`config.mk`:
```
export PLATFORM = sky130hd
export DESIGN_NAME = small_digraph_canonical_label
export DESIGN_NICKNAME = d
export VERILOG_FILES = /design/src/rtl/sdcl_pkg.sv /design/src/rtl/small_digraph_canonical_label.sv /design/src/rtl/sdcl_cell.sv
export SDC_FILE = /design/constraint.sdc
export NUM_CORES = 1
export LEC_CHECK = 0
export BUFFER_PORTS_ARGS = -buffer_cell sky130_fd_sc_hd__buf_2
export CAP_MARGIN = 0
export CORE_UTILIZATION = 54
export CTS_BUF_LIST = sky130_fd_sc_hd__clkbuf_8
export DETAILED_ROUTE_END_ITERATION = 16
export PLACE_DENSITY = 0.7
export RECOVER_POWER = 100
export REMOVE_ABC_BUFFERS = 1
export SYNTH_ARGS = -nofsm -noshare
export SYNTH_HDL_FRONTEND = slang
export SYNTH_SLANG_ARGS = --single-unit
```
`constraint.sdc`:
```
create_clock -name i_clk -period 5.3 [get_ports i_clk]
set_clock_uncertainty 0.1 [all_clocks]
set_input_delay 0.265 -clock i_clk [delete_from_list [all_inputs] [get_ports i_clk]]
set_output_delay 0.265 -clock i_clk [all_outputs]
set_load 0.02 [all_outputs]
```
`src/rtl/sdcl_pkg.sv`:
```
// Shared types, sizes and relabelling functions for the small digraph canonical labeller.
package sdcl_pkg;

    localparam int VERTICES = 4;
    localparam int NB       = VERTICES * VERTICES;
    localparam int VI_W     = (VERTICES > 1) ? $clog2(VERTICES) : 1;
    localparam int LABEL_W  = 16;
    localparam int WIDE_W   = (NB > LABEL_W) ? NB : LABEL_W;

    function automatic int fact(input int n);
        int f;
        f = 1;
        for (int k = 2; k <= n; k++) begin
            f = f * k;
        end
        return f;
    endfunction

    localparam int PERMS = fact(VERTICES);

    typedef logic [VI_W-1:0]        t_vidx;
    typedef t_vidx [VERTICES-1:0]   t_perm;
    typedef logic [NB-1:0]          t_mat;
    typedef logic [LABEL_W-1:0]     t_label;
    typedef logic [WIDE_W-1:0]      t_wide;

    typedef struct packed {
        t_mat adj;
        t_mat best;
    } t_cell_data;

    // Next permutation in lexicographic order; the last one wraps to identity.
    function automatic t_perm next_perm(input t_perm p);
        t_perm q;
        t_vidx tmp;
        int    i;
        int    j;
        int    l;
        int    r;
        q = p;
        i = -1;
        for (int k = VERTICES - 2; k >= 0; k--) begin
            if (i < 0 && q[k] < q[k+1]) begin
                i = k;
            end
        end
        if (i >= 0) begin
            j = i + 1;
            for (int k = i + 1; k < VERTICES; k++) begin
                if (q[k] > q[i]) begin
                    j = k;
                end
            end
            tmp  = q[i];
            q[i] = q[j];
            q[j] = tmp;
        end
        l = i + 1;
        r = VERTICES - 1;
        for (int k = 0; k < VERTICES; k++) begin
            if (l < r) begin
                tmp  = q[l];
                q[l] = q[r];
                q[r] = tmp;
                l    = l + 1;
                r    = r - 1;
            end
        end
        return q;
    endfunction

    function automatic t_perm perm_at(input int n);
        t_perm p;
        for (int k = 0; k < VERTICES; k++) begin
            p[k] = t_vidx'(k);
        end
        for (int m = 0; m < n; m++) begin
            p = next_perm(p);
        end
        return p;
    endfunction

    // B[i][j] = A[p(i)][p(j)], row 0 column 0 in the top bit.
    function automatic t_mat relabel(input t_mat a, input t_perm p);
        t_mat res;
        for (int i = 0; i < VERTICES; i++) begin
            for (int j = 0; j < VERTICES; j++) begin
                res[NB-1-(i*VERTICES+j)] =
                    a[NB-1-(int'(p[i])*VERTICES + int'(p[j]))];
            end
        end
        return res;
    endfunction

    function automatic logic [VERTICES-1:0] diag(input t_mat m);
        logic [VERTICES-1:0] d;
        for (int i = 0; i < VERTICES; i++) begin
            d[i] = m[NB-1-(i*VERTICES+i)];
        end
        return d;
    endfunction

endpackage

```
`src/rtl/small_digraph_canonical_label.sv`:
```
// Top level of the small digraph canonical labeller: a chain of relabelling cells.
//
//   Channel  Ports              Width  Contents
//   in       s_axis_t*          16     adjacency_bits, row 0 column 0 in bit 15
//   out      m_axis_t*          16     canonical_label, same packing
//
// The design is a chain of PERMS cells (24 for four vertices), one for each vertex
// relabelling. Every cell holds one transaction, compares its own relabelled matrix
// against the running minimum and hands the result to its neighbor.
// One transaction is accepted per clock cycle while the output side takes data; each
// transaction passes through every cell of the chain in turn, and the last cell is the output register.
// Reset is synchronous and active low; it empties every cell.
// Each cell loads whenever it is empty or its neighbor takes its content, so a stall
// at the output fills the bubbles in the chain before the input side stops.
module small_digraph_canonical_label (
    input  logic                    i_clk,
    input  logic                    i_rst_n,
    input  logic                    s_axis_tvalid,
    output logic                    s_axis_tready,
    input  logic [15:0]             s_axis_tdata,   // [15:0] adjacency_bits
    output logic                    m_axis_tvalid,
    input  logic                    m_axis_tready,
    output logic [15:0]             m_axis_tdata    // [15:0] canonical_label
);
    import sdcl_pkg::*;

    // Handshake and payload at each boundary of the chain; index 0 is the input side.
    logic       chain_valid [0:PERMS];
    logic       chain_ready [0:PERMS];
    t_cell_data chain_data  [0:PERMS];

    t_wide in_wide;
    t_wide out_wide;

    // Input bits beyond the matrix are dropped; missing high bits read as zero.
    assign in_wide = t_wide'(s_axis_tdata);

    assign chain_valid[0]     = s_axis_tvalid;
    assign s_axis_tready      = chain_ready[0];
    assign chain_data[0].adj  = in_wide[NB-1:0];
    // The running minimum starts at all ones, so an all-ones matrix maps to itself.
    assign chain_data[0].best = '1;

    for (genvar k = 0; k < PERMS; k++) begin : g_cell
        localparam t_perm PERM_K = perm_at(k);

        sdcl_cell u_cell (
            .i_clk   (i_clk),
            .i_rst_n (i_rst_n),
            .i_perm  (PERM_K),
            .i_valid (chain_valid[k]),
            .o_ready (chain_ready[k]),
            .i_data  (chain_data[k]),
            .o_valid (chain_valid[k+1]),
            .i_ready (chain_ready[k+1]),
            .o_data  (chain_data[k+1])
        );
    end

    assign chain_ready[PERMS] = m_axis_tready;
    assign m_axis_tvalid      = chain_valid[PERMS];
    assign out_wide           = t_wide'(chain_data[PERMS].best);
    assign m_axis_tdata       = out_wide[LABEL_W-1:0];

    // The identity relabelling is in the chain, so the label never exceeds the input.
    a_identity_bound : assert property (@(posedge i_clk) disable iff (!i_rst_n)
        chain_valid[PERMS] |-> chain_data[PERMS].best <= chain_data[PERMS].adj)
        else $error("canonical label larger than its own input matrix");

    // A relabelling moves self-loops along the diagonal but keeps their number.
    a_diag_count : assert property (@(posedge i_clk) disable iff (!i_rst_n)
        chain_valid[PERMS] |->
            $countones(diag(chain_data[PERMS].best)) ==
            $countones(diag(chain_data[PERMS].adj)))
        else $error("canonical label changed the number of self-loops");

    // Reset must empty the whole chain, the output register included.
    a_reset_empty : assert property (@(posedge i_clk)
        $past(!i_rst_n) |-> !m_axis_tvalid)
        else $error("output valid right after reset");

endmodule

```
`src/rtl/sdcl_cell.sv`:
```
// One cell of the labelling chain: applies one fixed relabelling and keeps the running minimum.
module sdcl_cell (
    input  logic               i_clk,
    input  logic               i_rst_n,
    input  sdcl_pkg::t_perm    i_perm,
    input  logic               i_valid,
    output logic               o_ready,
    input  sdcl_pkg::t_cell_data i_data,
    output logic               o_valid,
    input  logic               i_ready,
    output sdcl_pkg::t_cell_data o_data
);
    import sdcl_pkg::*;

    logic       r_valid;
    t_cell_data r_data;
    t_cell_data n_data;
    t_mat       cand;

    // The stage can load when it is empty or its content moves on.
    assign o_ready = !r_valid || i_ready;

    always_comb begin
        cand        = relabel(i_data.adj, i_perm);
        n_data.adj  = i_data.adj;
        n_data.best = (cand < i_data.best) ? cand : i_data.best;
    end

    always_ff @(posedge i_clk) begin
        if (!i_rst_n) begin
            r_valid <= 1'b0;
        end else if (o_ready) begin
            r_valid <= i_valid;
        end
    end

    always_ff @(posedge i_clk) begin
        if (o_ready && i_valid) begin
            r_data <= n_data;
        end
    end

    assign o_valid = r_valid;
    assign o_data  = r_data;

endmodule
```
# ---- Word level (Yosys, flattened, before mapping)
# Index checks and enable logic that the tools add are counted.
dict set report word_totals {
  in_bits 20
  ff_bits 776
  word_cells 190
}
dict set report op_classes {
  reduce_logical 72
  mux 23
  order_cmp 24
}
# op n
set ops {}
lappend ops {{< comparator 16 bit} 23}
lappend ops {{two-way mux 16 bit} 23}
lappend ops {{logical AND 1 bit} 24}
lappend ops {{logical NOT 1 bit} 24}
lappend ops {{logical OR 1 bit} 24}
lappend ops {{< comparator 16 bit, second input constant} 1}

# ---- Longest topological paths before layout
# Gate-level depths: netlist of run 1.
dict set report depth {
  word_depth 26
  ltp_mapped 10
  mapped_depth_nobuf 8
}

# ---- Hierarchy
# Synthesis of run 1 repeated with hierarchy kept, for this count alone.
dict set report hier_totals {
  cells_unflattened 5061
  area_unflattened_um2 70820.4
}
# mod n_inst seq_area_each_um2 area_per_inst_um2 cells_per_inst
set by_module_without_submodules {}
lappend by_module_without_submodules {{sdcl_cell (g_cell[0].u_cell ...)} 12 980.9 2997.9 210}
lappend by_module_without_submodules {{sdcl_cell (g_cell[20].u_cell ...)} 11 980.9 2894.0 210}
lappend by_module_without_submodules {{sdcl_cell (g_cell[9].u_cell)} 1 980.9 3004.1 229}
lappend by_module_without_submodules {small_digraph_canonical_label 1 0.0 7.5 2}

# ---- Worst setup path after synthesis of run 1
# Ideal clock, no wire load.
dict set report synth_timing {
  path_type {reg2reg}
  start {register g_cell[23].u_cell.r_valid}
  end {register g_cell[4].u_cell.r_data (netlist bit g_cell[4].u_cell.o_data[0]) (enable)}
  stages_incl_launch_ff 8
  synth_period_minus_slack_ns 4.234
  path_slack_ns 1.066
  n_path_buf 1
  arrival_time_ns 3.664
  required_time_ns 4.730
  path_cell_list {dfxtp_1 > and4b_1 > buf_4 > nand3_2 > nor4_2 > and3_1 > and2_1 > a21boi_0}
}
dict set report synth_between {
  elab_chain_len 22
}
# element line
set synth_lines {}
lappend synth_lines {{start, declared} sdcl_cell.sv:15} ;# logic r_valid;
lappend synth_lines {{start signal, assigned} sdcl_cell.sv:33} ;# r_valid <= i_valid;
lappend synth_lines {{logical NOT 1 bit} sdcl_cell.sv:21} ;# assign o_ready = !r_valid || i_ready;
lappend synth_lines {{logical OR 1 bit (20 in a row)} sdcl_cell.sv:21}
lappend synth_lines {{logical AND 1 bit} sdcl_cell.sv:38} ;# if (o_ready && i_valid) begin
lappend synth_lines {{end signal, assigned} sdcl_cell.sv:39} ;# r_data <= n_data;
lappend synth_lines {{end, declared} sdcl_cell.sv:16} ;# t_cell_data r_data;
# Every way passes these cells.
# A chain may end at the register's enable or synchronous reset.

==> flow_metrics.tcl, run 1 <==
set metrics [dict create \
    status "complete, but fails checks" \
    violations "capacitance limit, slew limit" \
    antenna_found_initial 1 \
    fin_area_sq_um 40200 \
    cts-root-buf "clkbuf_8" \
    setup_violations 0 \
    clock_latency_ns 0.77 \
    clockBufferDepth 3 \
    drv_slew 1081 \
    tightest_slew_ns 3.25 \
    p_total_w 0.0117 \
    r2r_start "g_cell[9].u_cell.o_data[28]" \
    maxCapViolations 42 \
    placed_area_sq_um 38200 \
    finalNetCount 3007 \
    post-route-period-util_pct 77.5 \
    synth_seq_cells 776 \
    seq_area_frac_synth_pct 62.2 \
    endpoint_kind "flip-flop" \
    powerDensity_nw_per_um2 292 \
    syn_area_per_cell_sq_um 14.9 \
    fmax_mhz 243 \
    synthesis.area_sq_um 37100 \
    clkSlewWorstSetupHoldPaths_ns 0.05 \
    arrival_ns 4.49 \
    cts_resized 0 \
    dieArea_sq_um 69700 \
    ys_async_sr_fraction_pct 0 \
    ant_nets 0 \
    start_util_pct 54.9 \
    gp_congestion 0.840 \
    cts.sinks 776 \
    track_usage_pct 20.0 \
    drtIter0Drc 1179 \
    fin_crit_ns 4.11 \
    hold_start "s_axis_tdata[2]" \
    grt_pass1_wl_um 110000 \
    boundaryPins 38 \
    gr-total-overflow 0 \
    ys_types 46 \
    vias 19600 \
    first_global_vias 20800 \
    critPathRequiredTime_ns 5.68 \
    die_y_um 264 \
    holdCritPathClass "input port to flip-flop" \
    placementRows 95 \
    ir_drop_mv 0.210 \
    die_x_um 264 \
    post_drt_wl_per_cell_um 18.8 \
    core_area_sq_um 67500 \
    yosys_most_used_dff "edfxtp_1" \
    grt_max_degree 33 \
    rsz0062_at_grt "no" \
    synthToLayoutAreaGrowth_pct 8.48 \
    synth_cells 2491 \
    htree_levels 4 \
    relSlewSlack_pct -118 \
    dp_hpwl_um 49800 \
    firstDrtPassIters 7 \
    drive_gt1_share_pct 18.5 \
    criticalPathCategory "flip-flop to flip-flop" \
    p_leak_nw 15.7 \
    cts_tree "done" \
    numPortBuffers 37 \
    ys_warn_count 0 \
    crit_start "g_cell[9].u_cell.o_data[28]" \
    cts_made_buffers 132 \
    finalSetupTns_ns 0 \
    fill_cells 5181 \
    drt-total-wl_um 67900 \
    crit_fanout 16 \
    hold_viol_final 0 \
    viasPerCell 5.42 \
    drc 0 \
    synth_edf_count 752 \
    start_kind "flip-flop" \
]
-- state kept, by name, indices dropped and copies added (netlist names) --
signal	cells
g_cell.u_cell.o_valid	24
g_cell.u_cell.o_data	752
-- through the flow --
step                      worst slack [ns]  hold WS [ns]  instances  utilization (%)
final                                 1.19         0.116       3609             59.6
after global routing                 0.963        0.0522       3609             59.6
after CTS                             1.81        0.0331       3608             60.3
after detailed placement              2.10         0.357       3360             56.6
after global placement                2.12         0.355       3360             56.6
after floorplan                       1.09         0.264       2430                -
-- placed cells by master, fill, tap and decap left out, types with 4 or more instances in the layout --
cell type,instances
a2111oi_0,17
a211oi_1,23
a211oi_2,4
a21boi_0,4
a21o_1,8
a21oi_1,74
and2_0,4
and4_1,6
buf_2,7
clkbuf_1,49
clkbuf_8,134
clkinv_1,25
clkinv_2,8
clkinvlp_4,4
dfxtp_1,24
dlygate4sd3_1,21
edfxtp_1,752
ha_1,345
inv_1,431
inv_6,6
mux2_1,49
mux2_2,319
nand2_1,47
nand3_1,32
nand4_1,25
nor2_1,12
nor2b_1,45
nor2b_2,11
nor3_1,27
o2111ai_1,17
o211ai_1,17
o21a_1,76
o21ai_0,58
o22ai_1,17
o32ai_1,4
or2_0,4
-- routing by layer --
metal  wire [um]  GRT usage (%)  part of all wire (%)  vias up
li1            -              -                     -     9558
met4        1160           6.36                   1.7        0
met1       30200           26.1                    45     9601
met2       33700           33.3                    50      311
met5           0              0                     0        -
met3        2760           4.45                   4.1       87
-- worst max-delay path, cell delays in order, from the launching register on --
cell	delay (ns)
edfxtp_1	0.43
ha_1	0.30
o21a_1	0.20
a21oi_1	0.22
o21ai_0	0.13
o32ai_1	2.00
mux2_2	0.46
-- cells by family after synthesis --
logic type | synth area share [%]
and+or+nand+nor | 3.34
adders and majority gates | 11.6
DFF | 62.2
buffers and inverters | 5.03
AOI/OAI and AO/OA | 6.44
muxes | 11.4
-- power breakdown --
part	total [W]	leakage (nW)	internal (W)	switching, W
logic	0.000226	7.35	0.000112	0.000114
clock network	0.00475	1.33	0.00236	0.00239
registers	0.00675	7.00	0.00672	0.0000359
total	0.0117	15.7	0.00919	0.00254
-- Yosys cell counts, drive strengths merged (3+ instances only) --
cell type / count / area, sq um
nor3: 27 / 135
o21ai: 60 / 300
nor2: 13 / 48.8
a21oi: 77 / 393
ha: 345 / 4320
o2111ai: 17 / 149
clkbuf: 19 / 71.3
nand4: 25 / 171
dfxtp: 24 / 480
a21boi: 6 / 45.1
o32ai: 4 / 110
a21o: 8 / 60.1
a2111oi: 17 / 149
mux2: 368 / 4220
nand2: 47 / 176
a211oi: 27 / 223
edfxtp: 752 / 22600
and2: 5 / 31.3
buf: 42 / 348
o21a: 76 / 571
nor2b: 56 / 350
o22ai: 17 / 213
nand3: 32 / 165
or2: 5 / 31.3
o211ai: 17 / 128
inv: 385 / 1450
and4: 6 / 52.6
and3: 3 / 18.8
-- final cells by class --
type	count	area (sq um)	share of cell area, %
Sequential cell	776	23100	57.3
Tap cell	873	1090	2.72
Inverter	385	1450	3.59
Multi-Input combinational cell	1269	11900	29.6
Clock inverter	93	444	1.10
Clock buffer	134	1840	4.58
Antenna cell	1	2.50	0.00622
Timing Repair Buffer	78	434	1.08
-- worst paths after layout --
path	endpoint	slack, ns	depth (start not counted)
max reg2reg	g_cell[10].u_cell.o_data[5]	1.19	6
max	g_cell[10].u_cell.o_data[5]	1.19	6
min	g_cell[0].u_cell.o_data[2]	0.12	2
min reg2reg	g_cell[10].u_cell.o_data[23]	0.37	0
-- repair_timing --
action / CTS / global route
buffers inserted: 0 / 0
hold buffers: 21 / 0
hold endpoints to repair: 88 / 0
No activity file was read; power rests on OpenSTA's default activity.
==> run 2: changes to the inputs <==
--- a/config.mk
+++ b/config.mk
@@ -10,7 +10,7 @@
 export CORE_UTILIZATION = 54
 export CTS_BUF_LIST = sky130_fd_sc_hd__clkbuf_8
 export DETAILED_ROUTE_END_ITERATION = 16
-export PLACE_DENSITY = 0.7
+export PLACE_DENSITY = 0.72
 export RECOVER_POWER = 100
 export REMOVE_ABC_BUFFERS = 1
 export SYNTH_ARGS = -nofsm -noshare
==> constraint.sdc (replaced) <==
create_clock -name i_clk -period 3.6 [get_ports i_clk]
set_clock_uncertainty 0.1 [all_clocks]
set_input_delay 0.18 -clock i_clk [delete_from_list [all_inputs] [get_ports i_clk]]
set_output_delay 0.18 -clock i_clk [all_outputs]
set_load 0.02 [all_outputs]
==> run 2 against run 1 <==
Net effect:
- the run still ends with capacitance limit, slew limit left
- cell count rose by 1.4%
- worst setup slack got worse by 0.96 ns
- sequential share of layout area fell by 1.1 points
- via count rose by 1.9%
- maximum frequency rose by 22%
- combinational power rose by 56%
- hold slack improved by 0.19 ns
- flip-flop and latch count did not move
- highest routed layer unchanged
- register-to-register slack got worse by 0.96 ns
==> flow_metrics.tcl, run 2 (same netlist as run 1, synthesis figures left out) <==
set metrics [dict create \
    status "complete, but fails checks" \
    violations "capacitance limit, slew limit" \
    post_drt_wl_per_cell_um 18.5 \
    grt_max_degree 33 \
    critPathRequiredTime_ns 4.02 \
    tightest_slew_ns 1.77 \
    clock_latency_ns 0.79 \
    post-cts-setup-buffers 0 \
    grt_pass1_wl_um 110000 \
    firstDrtPassIters 5 \
    top_layer_used "met4" \
    numPortBuffers 37 \
    vias 19900 \
    endpoint_kind "flip-flop" \
    htree_levels 4 \
    cts_made_buffers 131 \
    drtIter0Drc 1289 \
    boundaryPins 38 \
    arrival_ns 3.78 \
    drive_gt1_share_pct 21.2 \
    ant_nets 0 \
    setup_violations 0 \
    track_usage_pct 20.0 \
    wl_met2_um 32600 \
    layout_common_cells "edfxtp_1, inv_1, ha_1, mux2_2, clkbuf_8" \
    synthToLayoutAreaGrowth_pct 10.5 \
    criticalPathCategory "flip-flop to flip-flop" \
    start_kind "flip-flop" \
    wl_met3_um 3000 \
    relSlewSlack_pct -18.5 \
    fmax_mhz 297 \
    hold_viol_final 0 \
    first_global_vias 20900 \
    start_util_pct 54.9 \
    cts-root-buf "clkbuf_8" \
    holdCritPathClass "input port to flip-flop" \
    cts_tree "done" \
    dp_hpwl_um 49300 \
    hold_slack_ns 0.308 \
    finalNetCount 3042 \
    largest_reg_flops 752 \
    clkSlewWorstSetupHoldPaths_ns 0.07 \
    layout_commonest_cell "edfxtp_1" \
    gr-total-overflow 0 \
    crit_fanout 16 \
    cts_hold_buffers 37 \
    viasPerCell 5.45 \
    drt-met1-wl_um 30500 \
    gp_congestion 0.824 \
    die_y_um 264 \
    fin_util_pct 60.7 \
    die_x_um 264 \
    drv_slew 363 \
    ir_drop_mv 0.278 \
    post-route-period-util_pct 93.4 \
    fin_crit_ns 3.36 \
    dieArea_sq_um 69700 \
    clockBufferDepth 3 \
    drt-total-wl_um 67500 \
    maxCapViolations 11 \
    powerDensity_nw_per_um2 440 \
    rsz0062_at_grt "no" \
    drc 0 \
    core_area_sq_um 67500 \
    antenna_found_initial 1 \
    cts_resized 0 \
    p_leak_nw 16.1 \
    cts.sinks 776 \
    placementRows 95 \
]
[run 2: changes by cell type in the layout (fill, tap and decap cells not counted), moves of 6 or more]
cell           previous run  this run
inv_1                   431       417
clkbuf_1                 49        39
dlygate4sd3_1            21        37
mux2_1                   49        38
o22ai_2                   0        13
clkbuf_2                  1        17
bufinv_16                 0         6
mux2_2                  319       329
clkinv_2                  8        19
buf_2                     7        19
o22ai_1                  17         4
[run 2: path summary, 6_finish.rpt]
| check | start | to | slack [ns] | cells after the start |
|---|---|---|---|---|
| setup / recovery | g_cell[4].u_cell.o_data[28] | g_cell[5].u_cell.o_data[0] | 0.24 | 6 |
| hold / removal | i_rst_n | g_cell[15].u_cell.o_valid | 0.31 | 3 |
| setup reg to reg | g_cell[4].u_cell.o_data[28] | g_cell[5].u_cell.o_data[0] | 0.24 | 6 |
| hold reg to reg | g_cell[15].u_cell.o_data[29] | g_cell[16].u_cell.o_data[29] | 0.37 | 0 |
[run 2: stage by stage]
step	TNS, ns	instances	cell area [sq um]	power (W)	setup slack (ns)
final	0	3658	41000	0.0180	0.238
after global routing	0	3658	41000	0.0186	0.115
after CTS	0	3657	41300	0.0182	0.199
after detailed placement	0	3380	38300	0.0105	0.591
after global placement	0	3380	38300	0.0104	0.716
after floorplan	-38.83	2430	36700	0.0103	-0.609
[run 2: final cells by class]
| type | count | area, sq um |
|---|---|---|
| timing repair buffer | 114 | 712 |
| tap | 873 | 1090 |
| antenna | 1 | 2.50 |
| sequential | 776 | 23100 |
| inverter | 385 | 1450 |
| multi-input combinational | 1269 | 12100 |
| fill | 4978 | 26500 |
| clock buffer | 138 | 1900 |
| clock inverter | 102 | 696 |
[run 2: worst max-delay path, cell delays in order, from the launching register on]
cell and delay [ns]:
edfxtp_1 0.43, ha_1 0.31, a2111oi_0 0.64, o2111ai_1 0.31, o22ai_2 0.18, clkbuf_1 0.70, mux2_2 0.42
[run 2: layer usage]
layer	global-route usage [%]	up-vias
met5	0	-
met4	7.01	0
met3	4.20	115
met2	32.6	390
met1	26.5	9766
li1	-	9661
[run 2: power by group]
group	internal, W	switching (W)
Clock	0.00407	0.00369
Sequential	0.00988	0.0000529
Combinational	0.000182	0.000171
==> run 3: changes to the inputs <==
--- a/config.mk
+++ b/config.mk
@@ -6,11 +6,10 @@
 export NUM_CORES = 1
 export LEC_CHECK = 0
 export BUFFER_PORTS_ARGS = -buffer_cell sky130_fd_sc_hd__buf_2
-export CAP_MARGIN = 0
 export CORE_UTILIZATION = 54
 export CTS_BUF_LIST = sky130_fd_sc_hd__clkbuf_8
 export DETAILED_ROUTE_END_ITERATION = 16
-export PLACE_DENSITY = 0.72
+export PLACE_DENSITY = 0.76
 export RECOVER_POWER = 100
 export REMOVE_ABC_BUFFERS = 1
 export SYNTH_ARGS = -nofsm -noshare
==> run 3 against run 2 <==
Net effect:
- the run still ends with capacitance limit, slew limit left
- power fell by 3.3%
- flip-flop and latch count did not move
- cell count fell by 0.98%
- first-iteration DRC count fell by 7.3%
==> flow_metrics.tcl, run 3 (same netlist as run 1, synthesis figures left out) <==
set metrics [dict create \
    netSwitchingFraction_pct 21.1 \
    p_switching_w 0.00368 \
    endpoint_kind "flip-flop" \
    drc 0 \
    relSlewSlack_pct -20.4 \
    cts.sinks 776 \
    cts_made_buffers 121 \
    viasPerCell 5.46 \
    fmax_mhz 299 \
    drive_gt1_share_pct 20.2 \
    cpLargestDelayFamily "compound AO/OA/AOI/OAI gates" \
    layout_commonest_cell "edfxtp_1" \
    synthToLayoutAreaGrowth_pct 9.36 \
    largest_reg_flops 752 \
    holdCritPathClass "input port to flip-flop" \
    antenna_found_initial 1 \
    hold_viol_final 0 \
    path_cells "inv_1 -> ha_1 -> a2111oi_0 -> o2111ai_1 -> o22ai_1 -> buf_4 -> mux2_1" \
    power.internal_w 0.0138 \
    ir_drop_mv 0.301 \
    violations "capacitance limit, slew limit" \
    tightest_slew_ns 1.80 \
    dp_hpwl_um 49300 \
    fin_crit_ns 3.34 \
    cts-root-buf "clkbuf_8" \
    power_frac_seq_pct 56.9 \
    gp_congestion 0.813 \
    powerDensity_nw_per_um2 430 \
    arrival_ns 3.71 \
    htree_levels 3 \
    firstDrtPassIters 5 \
    setup_violations 0 \
    cts_tree "done" \
    crit_path_top_delay_cell "a2111oi_0" \
    drv_slew 297 \
    finalSetupTns_ns 0 \
    first_global_vias 20900 \
    boundaryPins 38 \
    max_stage_delay_ns 0.76 \
    status "complete, but fails checks" \
    reg2reg_depth 7 \
    grt_pass1_wl_um 109000 \
    track_usage_pct 19.7 \
    layout_common_cells "edfxtp_1, inv_1, ha_1, mux2_2, clkbuf_8" \
    p_leak_nw 15.9 \
    p_clk_share_pct 41.1 \
    numPortBuffers 37 \
    post_drt_wl_per_cell_um 18.5 \
    placementRows 95 \
    ant_nets 0 \
    criticalPathCategory "flip-flop to flip-flop" \
    final_cells 3622 \
    clkSlewWorstSetupHoldPaths_ns 0.06 \
    crit_buf_inv 2 \
    fin_util_pct 60.1 \
    dieArea_sq_um 69700 \
    start_kind "flip-flop" \
    vias 19800 \
    start_util_pct 54.9 \
    critPathRequiredTime_ns 3.97 \
    die_y_um 264 \
    clock_latency_ns 0.74 \
    die_x_um 264 \
    core_area_sq_um 67500 \
    drtIter0Drc 1195 \
    hold_path_depth 2 \
    dp.cells 3376 \
    path_depth 7 \
    grt_max_degree 33 \
    gr-total-overflow 0 \
    p_total_w 0.0175 \
    post-route-period-util_pct 92.9 \
    crit_fanout 12 \
    clockBufferDepth 3 \
    maxCapViolations 9 \
    drt-total-wl_um 67100 \
    finalNetCount 3012 \
    combPwrFrac_pct 2.0 \
    rsz0062_at_grt "no" \
]
## run 3: changes by cell type in the layout (fill, tap and decap cells not counted), sizes merged
cell	delta
buf	-8
clkbuf	-6
clkinv	-9
clkinvlp	+1
diode	+2
dlygate4sd3	-16
## run 3: cell type report
| type | instances | area, sq um |
|---|---|---|
| antenna | 3 | 7.51 |
| clock buffer | 128 | 1760 |
| clock inverter | 94 | 583 |
| fill | 4979 | 27000 |
| inverter | 385 | 1450 |
| multi-input combinational | 1269 | 12100 |
| sequential | 776 | 23100 |
| tap | 873 | 1090 |
| timing repair buffer | 94 | 526 |
## run 3: worst paths after layout
check	from	to	slack, ns
worst max-delay path	g_cell[0].u_cell.o_data[14]	g_cell[1].u_cell.o_data[5]	0.26
worst min-delay path	s_axis_tdata[12]	g_cell[0].u_cell.o_data[12]	0.07
worst max register to register	g_cell[0].u_cell.o_data[14]	g_cell[1].u_cell.o_data[5]	0.26
worst min register to register	g_cell[0].u_cell.o_data[21]	g_cell[1].u_cell.o_data[21]	0.37
## run 3: routing by layer
layer  global-route usage [%]  vias to the layer above  part of all wire, %
li1                         -                     9585                    -
met1                     25.6                     9727                   44
met2                     33.3                      365                   49
met3                     3.65                       98                  4.8
met4                     6.11                        0                  1.9
met5                        0                        -                    0
## run 3: stage by stage
step                setup slack [ns]  instance area, sq um  hold WS (ns)
floorplan                     -0.609                 36700         0.179
global placement               0.522                 38300         0.269
detailed placement             0.497                 38300         0.271
CTS                            0.236                 40900       0.00239
global route                  0.0656                 40600        0.0285
finish                         0.257                 40600        0.0704
## run 3: power groups by stage
| stage | Clock (W) | Sequential (W) | Combinational, W |
|---|---|---|---|
| after floorplan | 0 | 0.0101 | 0.000239 |
| after global placement | 0 | 0.0101 | 0.000312 |
| after detailed placement | 0 | 0.0101 | 0.000329 |
| after CTS | 0.00732 | 0.00993 | 0.000348 |
| after global routing | 0.00771 | 0.00994 | 0.000379 |
| final | 0.00718 | 0.00993 | 0.000341 |
## run 3: what timing repair did
item / in CTS / in global routing
resized for setup: 0 / 0
endpoints found under the setup margin: 0 / 0
setup buffers: 0 / 0
hold endpoints to repair: 88 / 0
hold buffers: 21 / 0
